--- config.mk ---
export PLATFORM = sky130hd
export DESIGN_NAME = purge_sequencer_unit
export DESIGN_NICKNAME = d
export VERILOG_FILES = /design/src/rtl/psu_pkg.sv /design/src/rtl/purge_sequencer_unit.sv /design/src/rtl/psu_step.sv
export SDC_FILE = /design/constraint.sdc
export NUM_CORES = 1
export LEC_CHECK = 0
export BUFFER_PORTS_ARGS = -buffer_cell sky130_fd_sc_hd__buf_2
export CORE_AREA = 2 2 136 99
export DETAILED_ROUTE_END_ITERATION = 7
export DIE_AREA = 0 0 138 101
export GPL_ROUTABILITY_DRIVEN = 0
export PLACE_DENSITY = 0.63
export SETUP_SLACK_MARGIN = 0.02
export SLEW_MARGIN = 25
export SYNTH_ARGS = -nofsm -noshare
export SYNTH_HDL_FRONTEND = slang
export SYNTH_HIERARCHICAL = 1
export SYNTH_SLANG_ARGS = --single-unit
--- constraint.sdc ---
create_clock -name clk -period 3.7 [get_ports clk]
set_input_delay 0.37 -clock clk [delete_from_list [all_inputs] [get_ports clk]]
set_output_delay 0.37 -clock clk [all_outputs]
set_load 0.1 [all_outputs]
--- src/rtl/psu_pkg.sv ---
// ----------------------------------------------------------------------------
// psu_pkg
// Shared types and constants of the purge sequencer unit.
// ----------------------------------------------------------------------------
package psu_pkg;

	localparam int TIME_BITS_DEF    = 16;
	localparam int PURGE_MS_BITS    = 16;
	localparam int ERR_BITS         = 8;
	localparam int DEFAULT_PURGE_MS = 2000;

	// item opcodes
	localparam logic OP_TICK  = 1'b0;
	localparam logic OP_START = 1'b1;

	// notice kinds
	localparam logic [1:0] NOTE_NONE = 2'd0;
	localparam logic [1:0] NOTE_END  = 2'd1;
	localparam logic [1:0] NOTE_ERR  = 2'd2;

	typedef enum logic [5:0] {
		PH_IDLE        = 6'b000001,
		PH_FILL_ON     = 6'b000010,
		PH_WAIT_FILLED = 6'b000100,
		PH_TIMING      = 6'b001000,
		PH_SEND_END    = 6'b010000,
		PH_SEND_ERR    = 6'b100000
	} phase_t;

	typedef struct packed {
		logic                     operation;
		logic [PURGE_MS_BITS-1:0] purge_time_ms;
		logic                     fill_active;
		logic                     heads_filled;
		logic [ERR_BITS-1:0]      fill_error;
		logic                     send_accepted;
	} item_t;

	// control state of the sequence
	typedef struct packed {
		phase_t              phase;
		logic                filling_was_on;
		logic                busy;
		logic                fill_req;
		logic                valve_open;
		logic [ERR_BITS-1:0] captured_error;
	} ctl_t;

	typedef struct packed {
		logic                start_accepted;
		logic                busy_res;
		logic                fill_request;
		logic                air_valve;
		logic [1:0]          notify_kind;
		logic [ERR_BITS-1:0] notify_error;
	} res_t;

endpackage

--- src/rtl/purge_sequencer_unit.sv ---
// ----------------------------------------------------------------------------
// purge_sequencer_unit
// Purge sequencer: start, fill, timed air valve, notice handshake.
// ----------------------------------------------------------------------------
// Each item (a start request or a millisecond tick) yields one result item.
// An accepted item is held in the input register, then a single combinational
// step updates the sequence state and loads the result register, and one item
// is taken every cycle as long as results are taken. The result register is
// the only limit on throughput: when it holds an untaken result, the input
// register waits.
// ----------------------------------------------------------------------------
module purge_sequencer_unit #(
	parameter int TIME_BITS = psu_pkg::TIME_BITS_DEF
) (
	input  logic                               clk,
	input  logic                               arst_n,
	input  logic                               in_valid,
	output logic                               in_ready,
	input  logic                               operation,
	input  logic [psu_pkg::PURGE_MS_BITS-1:0]  purge_time_ms,
	input  logic                               fill_active,
	input  logic                               heads_filled,
	input  logic [psu_pkg::ERR_BITS-1:0]       fill_error,
	input  logic                               send_accepted,
	output logic                               out_valid,
	input  logic                               out_ready,
	output logic                               start_accepted,
	output logic                               busy_res,
	output logic                               fill_request,
	output logic                               air_valve,
	output logic [1:0]                         notify_kind,
	output logic [psu_pkg::ERR_BITS-1:0]       notify_error
);
	import psu_pkg::*;

	localparam logic [31:0] DEF_MS = 32'(DEFAULT_PURGE_MS);

	item_t                item_s1;
	logic                 valid_s1;
	res_t                 res_s2;
	logic                 valid_s2;
	logic                 advance;

	ctl_t                 ctl_q;
	logic [TIME_BITS-1:0] stored_q;
	logic [TIME_BITS-1:0] remaining_q;

	ctl_t                 ctl_nxt;
	logic [TIME_BITS-1:0] stored_nxt;
	logic [TIME_BITS-1:0] remaining_nxt;
	res_t                 res_nxt;

	assign advance  = valid_s1 && (!valid_s2 || out_ready);
	assign in_ready = !valid_s1 || advance;

	always_ff @(posedge clk or negedge arst_n) begin
		if (!arst_n) begin
			valid_s1 <= 1'b0;
		end else if (in_ready) begin
			valid_s1 <= in_valid;
		end
	end

	always_ff @(posedge clk) begin
		if (in_valid && in_ready) begin
			item_s1.operation     <= operation;
			item_s1.purge_time_ms <= purge_time_ms;
			item_s1.fill_active   <= fill_active;
			item_s1.heads_filled  <= heads_filled;
			item_s1.fill_error    <= fill_error;
			item_s1.send_accepted <= send_accepted;
		end
	end

	psu_step #(
		.TIME_BITS(TIME_BITS)
	) u_step (
		.item          (item_s1),
		.ctl           (ctl_q),
		.stored_ms     (stored_q),
		.remaining_ms  (remaining_q),
		.ctl_nxt       (ctl_nxt),
		.stored_nxt    (stored_nxt),
		.remaining_nxt (remaining_nxt),
		.res           (res_nxt)
	);

	always_ff @(posedge clk or negedge arst_n) begin
		if (!arst_n) begin
			ctl_q.phase          <= PH_IDLE;
			ctl_q.filling_was_on <= 1'b0;
			ctl_q.busy           <= 1'b0;
			ctl_q.fill_req       <= 1'b0;
			ctl_q.valve_open     <= 1'b0;
			ctl_q.captured_error <= '0;
			stored_q             <= DEF_MS[TIME_BITS-1:0];
			remaining_q          <= '0;
		end else if (advance) begin
			ctl_q       <= ctl_nxt;
			stored_q    <= stored_nxt;
			remaining_q <= remaining_nxt;
		end
	end

	always_ff @(posedge clk or negedge arst_n) begin
		if (!arst_n) begin
			valid_s2 <= 1'b0;
		end else if (advance) begin
			valid_s2 <= 1'b1;
		end else if (out_ready) begin
			valid_s2 <= 1'b0;
		end
	end

	always_ff @(posedge clk) begin
		if (advance)
			res_s2 <= res_nxt;
	end

	assign out_valid      = valid_s2;
	assign start_accepted = res_s2.start_accepted;
	assign busy_res       = res_s2.busy_res;
	assign fill_request   = res_s2.fill_request;
	assign air_valve      = res_s2.air_valve;
	assign notify_kind    = res_s2.notify_kind;
	assign notify_error   = res_s2.notify_error;

endmodule

--- src/rtl/psu_step.sv ---
// ----------------------------------------------------------------------------
// psu_step
// One step of the purge sequence: next state and result for one item.
// ----------------------------------------------------------------------------
module psu_step #(
	parameter int TIME_BITS = psu_pkg::TIME_BITS_DEF
) (
	input  psu_pkg::item_t       item,
	input  psu_pkg::ctl_t        ctl,
	input  logic [TIME_BITS-1:0] stored_ms,
	input  logic [TIME_BITS-1:0] remaining_ms,
	output psu_pkg::ctl_t        ctl_nxt,
	output logic [TIME_BITS-1:0] stored_nxt,
	output logic [TIME_BITS-1:0] remaining_nxt,
	output psu_pkg::res_t        res
);
	import psu_pkg::*;

	logic [31:0]          ptime_ext;
	logic [TIME_BITS-1:0] rem_dec;
	logic                 started;
	logic [1:0]           kind;
	logic [ERR_BITS-1:0]  nerr;
	logic                 finish;

	assign ptime_ext = 32'(item.purge_time_ms);
	assign rem_dec   = (remaining_ms != '0) ? remaining_ms - TIME_BITS'(1) : remaining_ms;

	always_comb begin
		ctl_nxt       = ctl;
		stored_nxt    = stored_ms;
		remaining_nxt = remaining_ms;
		started       = 1'b0;
		kind          = NOTE_NONE;
		nerr          = '0;
		finish        = 1'b0;

		if (item.operation == OP_START) begin
			if (ctl.phase == PH_IDLE) begin
				stored_nxt    = ptime_ext[TIME_BITS-1:0];
				ctl_nxt.busy  = 1'b1;
				ctl_nxt.phase = PH_FILL_ON;
				started       = 1'b1;
			end
		end else begin
			unique case (ctl.phase)
				PH_IDLE: begin
				end
				PH_FILL_ON: begin
					ctl_nxt.filling_was_on = item.fill_active;
					if (!item.fill_active)
						ctl_nxt.fill_req = 1'b1;
					ctl_nxt.phase = PH_WAIT_FILLED;
				end
				PH_WAIT_FILLED: begin
					if (item.fill_error != '0) begin
						ctl_nxt.captured_error = item.fill_error;
						ctl_nxt.phase          = PH_SEND_ERR;
					end else if (item.heads_filled) begin
						remaining_nxt      = stored_ms;
						ctl_nxt.valve_open = 1'b1;
						ctl_nxt.phase      = PH_TIMING;
					end
				end
				PH_TIMING: begin
					remaining_nxt = rem_dec;
					// end notice goes out on the same tick the count runs out
					if (rem_dec == '0) begin
						ctl_nxt.valve_open = 1'b0;
						ctl_nxt.phase      = PH_SEND_END;
						kind               = NOTE_END;
						finish             = item.send_accepted;
					end
				end
				PH_SEND_END: begin
					kind   = NOTE_END;
					finish = item.send_accepted;
				end
				PH_SEND_ERR: begin
					kind   = NOTE_ERR;
					nerr   = ctl.captured_error;
					finish = item.send_accepted;
				end
				default: begin
					ctl_nxt.valve_open = 1'b0;
					ctl_nxt.phase      = PH_IDLE;
				end
			endcase

			if (finish) begin
				ctl_nxt.busy = 1'b0;
				if (!ctl.filling_was_on)
					ctl_nxt.fill_req = 1'b0;
				ctl_nxt.phase = PH_IDLE;
			end
		end

		res.start_accepted = started;
		res.busy_res       = ctl_nxt.busy;
		res.fill_request   = ctl_nxt.fill_req;
		res.air_valve      = ctl_nxt.valve_open;
		res.notify_kind    = kind;
		res.notify_error   = nerr;
	end

endmodule
# After elaboration in Yosys (flattened, before gate mapping)
# Cells that the tools add are included.
# word_totals
regBits,94
elab_cells,89
out_inout_bits,16
in_bits,32
# op_classes
n_bitwise,2
n_addsub,1
eq_ne,12
mux,32
reduce_logical,20
# ops
op,n
two-way mux 16 bit,3
two-way mux 6 bit,6
case mux 16 bit (2 select lines),1
case mux 6 bit (4 select lines),1
logical NOT 16 bit,1
two-way mux 8 bit,2
nonzero test 16 bit,1
"subtractor 16 x 1 -> 16 bit, second input constant",1
two-way mux 1 bit,14
two-way mux 10 bit,1
AND reduction 5 bit,2
nonzero test 8 bit,1
"== test 6 x 1 -> 1 bit, second input constant",1
"== test 6 x 2 -> 1 bit, second input constant",1
"== test 6 x 3 -> 1 bit, second input constant",1
"== test 6 x 4 -> 1 bit, second input constant",1
"== test 6 x 5 -> 1 bit, second input constant",1
"== test 6 bit, second input constant",1
case mux 2 bit (3 select lines),1
AND reduction 3 bit,2
"inequality test 5 x 3 -> 1 bit, second input constant",1
"inequality test 2 bit, second input constant",2
"inequality test 4 x 2 -> 1 bit, second input constant",1
AND reduction 4 bit,1
13 further kinds,19

# Logic depth before layout (Yosys ltp)
# depth
ltp_word,8
mapped_depth,11
mapped_depth_nobuf,10

# By module
# Netlist, hierarchy kept.
# modules_own_cells
mod,seq_area_each_um2,instances,area_per_inst_um2,cells_each
purge_sequencer_unit,2571.2,1,3429.5,156
psu_step,0.0,1,1646.6,245

# Least setup slack after synthesis
# Ideal clock, no wire load.
# synth_path
kind,register to register
startpoint,"register valid_s2, in the netlist out_valid"
endpoint,"register item_s1[0] (netlist bit), enable pin"
slack_ps,572
required_time_ps,3316
path_buffers,0
synth_period_minus_slack_ps,3128
setup_ps,384
t_arrival_ps,2744
path_stages_with_launch,3
cell_sequence,dfrtp_1 nand3b_1 and2_1
# synth_via
elab_chain_cells,5
# synth_lines
element,line_no,rtl
start: declaration,purge_sequencer_unit.sv:41,logic valid_s2;
start signal: assignment,purge_sequencer_unit.sv:107,valid_s2 <= 1'b0;
start signal: assignment,purge_sequencer_unit.sv:109,valid_s2 <= 1'b1;
start signal: assignment,purge_sequencer_unit.sv:111,valid_s2 <= 1'b0;
logical NOT 1 bit,purge_sequencer_unit.sv:53,assign advance = valid_s1 && (!valid_s2 || out_ready);
logical OR 1 bit,purge_sequencer_unit.sv:53,
logical AND 1 bit,purge_sequencer_unit.sv:53,
logical OR 1 bit,purge_sequencer_unit.sv:54,assign in_ready = !valid_s1 || advance;
via in_ready,purge_sequencer_unit.sv:18,"output logic in_ready,"
logical AND 1 bit,purge_sequencer_unit.sv:65,if (in_valid && in_ready) begin
end: declaration,purge_sequencer_unit.sv:38,item_t item_s1;
# The timed path passes the listed nets, and every way through them passes these cells.
# A chain may end at the register's enable or synchronous reset.

==> results by group <==
Placement
  • Placed Area: 5420 um2
  • Detailed placement HPWL: 7090 um
  • # port buffers: 47
  • Pre-CTS setup slack: 0.785 ns

Synth
  • Top_reg_cell synth: dfrtp_1
  • Register area share after synthesis: 0.507
  • Synthesized Nets: 435
  • Count leader, synth: mux2_4
  • Area share of the largest cell type after synthesis: 0.248
  • Synth Instances: 401
  • Synth Area per Inst: 12.7 um2
  • Synth top cells by count: mux2_4, dfrtp_1, edfxtp_1, nor2_1, nand2_1
  • #FFs+latches synth: 94
  • Dominant cells by area after synthesis: edfxtp_1, dfrtp_1, mux2_4
  • Synth area leader: edfxtp_1
  • Synth warn: 6
  • Syn Std Cell Area: 5080 um2
  • Number of library cell types mapped by synthesis: 65
  • EDFF count, synth: 42
  • Async SR Flop Fraction: 0.553

Detailed routing
  • Iteration-0 DRC count of the detailed router: 333
  • DR WL/cell: 16.7 um
  • Antenna Violating Nets Remaining: 0
  • Drt drc: 0
  • Initial DRT Pass Iterations: 7
  • DRT Wirelength: 10200 um
  • Vias: 3379
  • Vias per cell: 5.51

Die
  • Die area: 13900 um2
  • Die X: 138 um
  • Core ar.: 12700 um2
  • I/O Pins: 48
  • Cell Rows: 35
  • Effective utilization at floorplan: 0.400
  • Die Ht: 101 um

Global routing
  • Vias in the first global route: 3315
  • First-pass GRT wire length: 17200 um
  • Total track usage: 0.155
  • Initial antenna violation count: 0
  • Pin count of the biggest net entering global routing: 29
  • GR Overflow Total: 0

Timing
  • Slew @ Worst Pin: 0.803 ns
  • Max_slew headroom: 0.463
  • Period minus WS final: 2.99 ns
  • Period utilisation layout: 0.807
  • Setup-failing EPs final: 0
  • Pins Over Slew Limit: 0
  • Final hold violations: 0
  • Max Clk Rate: 335 MHz
  • Setup TNS: 0 ns
  • Max Clock Skew: 0.00774 ns
  • Worst setup margin: 0.713 ns
  • RSZ-0062 raised after global routing: no

Final layout
  • Post-layout instance area: 5700 um2
  • Fill count: 1165
  • Area grow syn2layout: 12.3%
  • ANT cells: 0
  • Post-layout nets: 476
  • Fraction of layout cells with a size suffix above 1: 0.362

Critical path
  • Kind of critical path: register to register
  • CP top delay family: simple AND/OR/NAND/NOR gates
  • Max Fanout on Critical Path: 7
  • Worst-path cell chain: inv_1, ha_1, nor3b_1, nand2_1, o32a_1, nor4b_2, nand3_1, a211oi_1, nor2_1, mux2_4
  • Worst Setup End Kind: register
  • Reg2Reg Setup Slack: 0.71 ns
  • CP startpoint: remaining_q[0]$_DFFE_PN0P_
  • Critical path depth in cells: 10
  • Critical Path AT: 3.22 ns
  • Reg-to-reg critical path startpoint: remaining_q[0]$_DFFE_PN0P_
  • Critical R2R Capture: ctl_q[8]$_DFFE_PN0P_
  • Type of origin of the critical path: register
  • Max stage delay on crit path: 0.45 ns
  • Crit path to: ctl_q[8]$_DFFE_PN0P_
  • Crit path required time: 3.93 ns
  • Slowest CP cell: dfrtp_1
  • Worst Reg2Reg Path Length in Cells: 10
  • Worst Path Buf+Inv: 1

Run status
  • Status: finished, final reports clean

Flow run
  • Max-Cap Viols: 0

Clock tree
  • Skew-Pair Late Insertion Delay: 0.34 ns
  • CTS Hold Bufs: 0
  • Clock buffer count from CTS: 9
  • Clk pin slew, worst setup/hold paths: 0.07 ns
  • CTS tree: built
  • Clk sinks: 94
  • Postcts setup bufs: 0
  • H-tree Lvls: 3
  • Max Root-Sink Buffers: 2
  • Post-CTS sizing: 0
  • CTS root buffer: clkbuf_16

Min path
  • Hold WC Path Type: primary input to asynchronous set/reset pin

Power and ir drop
  • LEAKAGE: 2.56 nW
  • PwrDens: 739 nW/um2
  • Max VDD drop: 0.000306 V
-- logic make-up (layout without fill, tap and decap cells) --
group | count (synthesis) | in the layout | share of synthesized area
simple gates | 121 | 121 | 0.147
xor+xnor | 2 | 2 | 0.00345
buf+inv | 36 | 82 | 0.0402
fa+ha+maj | 2 | 2 | 0.00493
compound gates | 78 | 78 | 0.111
mux | 68 | 68 | 0.187
flops | 94 | 94 | 0.507
-- cell type report --
type,count,area (um2),share of cell area
flip-flops and latches,94,2570,0.451
clock inverters,6,52.6,0.00922
well taps,166,208,0.0365
repair buffers,55,295,0.0518
clock buffers,10,229,0.0402
inverters,11,41.3,0.00725
multi-input cells,271,2300,0.404
-- cell usage in the layout, fill, tap and decap left out, types with 3 or more instances in the layout --
cell and n:
mux2_2 18, buf_2 47, mux2_4 49, a21oi_1 13, nand2b_1 4, nor2_1 28, a221o_1 9, edfxtp_1 42
inv_1 11, buf_4 8, nor2b_1 3, and2_1 9, clkbuf_16 9, o21ai_0 20, nand3_1 4, dfrtp_1 45
o21ai_1 3, a22o_1 8, nor3_1 10, nand2_1 27, dfstp_2 7, or4_1 4, o211ai_1 3, nor4_1 8
-- how the worst min path moves through the flow --
stage | startpoint | endpoint | slack [ns] | cells after the start
6_report | arst_n | stored_q[15]$_DFFE_PN0P_ | 0.05 | 1
3_5_place_dp | arst_n | ctl_q[10]$_DFFE_PN0P_ | 0.43 | 1
2_1_floorplan | arst_n | ctl_q[0]$_DFFE_PN0P_ | 0.07 | 0
5_1_grt | arst_n | stored_q[15]$_DFFE_PN0P_ | 0.1 | 1
4_1_cts | arst_n | ctl_q[13]$_DFFE_PN0P_ | 0.07 | 1
3_3_place_gp | arst_n | ctl_q[10]$_DFFE_PN0P_ | 0.42 | 1
-- where the power goes --
part | total [mW] | internal (mW) | leakage [nW] | switching (mW)
logic | 1.77 | 0.856 | 1.35 | 0.917
registers | 1.55 | 1.34 | 1.07 | 0.211
clock network | 0.884 | 0.469 | 0.137 | 0.415
total | 4.21 | 2.67 | 2.56 | 1.54
-- flip-flops by register name, indices dropped and copies added, names as in the netlist --
name and count:
item_s1 28, ctl_q 18, remaining_q 16, stored_q 16
notify_error 8, notify_kind 2, air_valve 1, busy_res 1
fill_request 1, out_valid 1, start_accepted 1, valid_s1 1
-- metrics by stage --
stage	utilization	cells	hold WS (ns)	total power, mW
global route	0.449	613	0.0997	4.48
global placement	0.427	597	0.418	3.29
CTS	0.449	613	0.0666	4.22
detailed placement	0.427	597	0.431	3.32
floorplan	-	401	0.0744	3.01
finish	0.449	613	0.0457	4.21
-- layer usage --
layer	global-route usage	up-vias	routed length, um
met1	0.230	1656	5240
met3	0.0385	12	587
met4	0.0487	0	117
li1	-	1591	-
met2	0.223	120	4300
met5	0	-	0
Note: power is estimated with default switching activity, not from simulation.
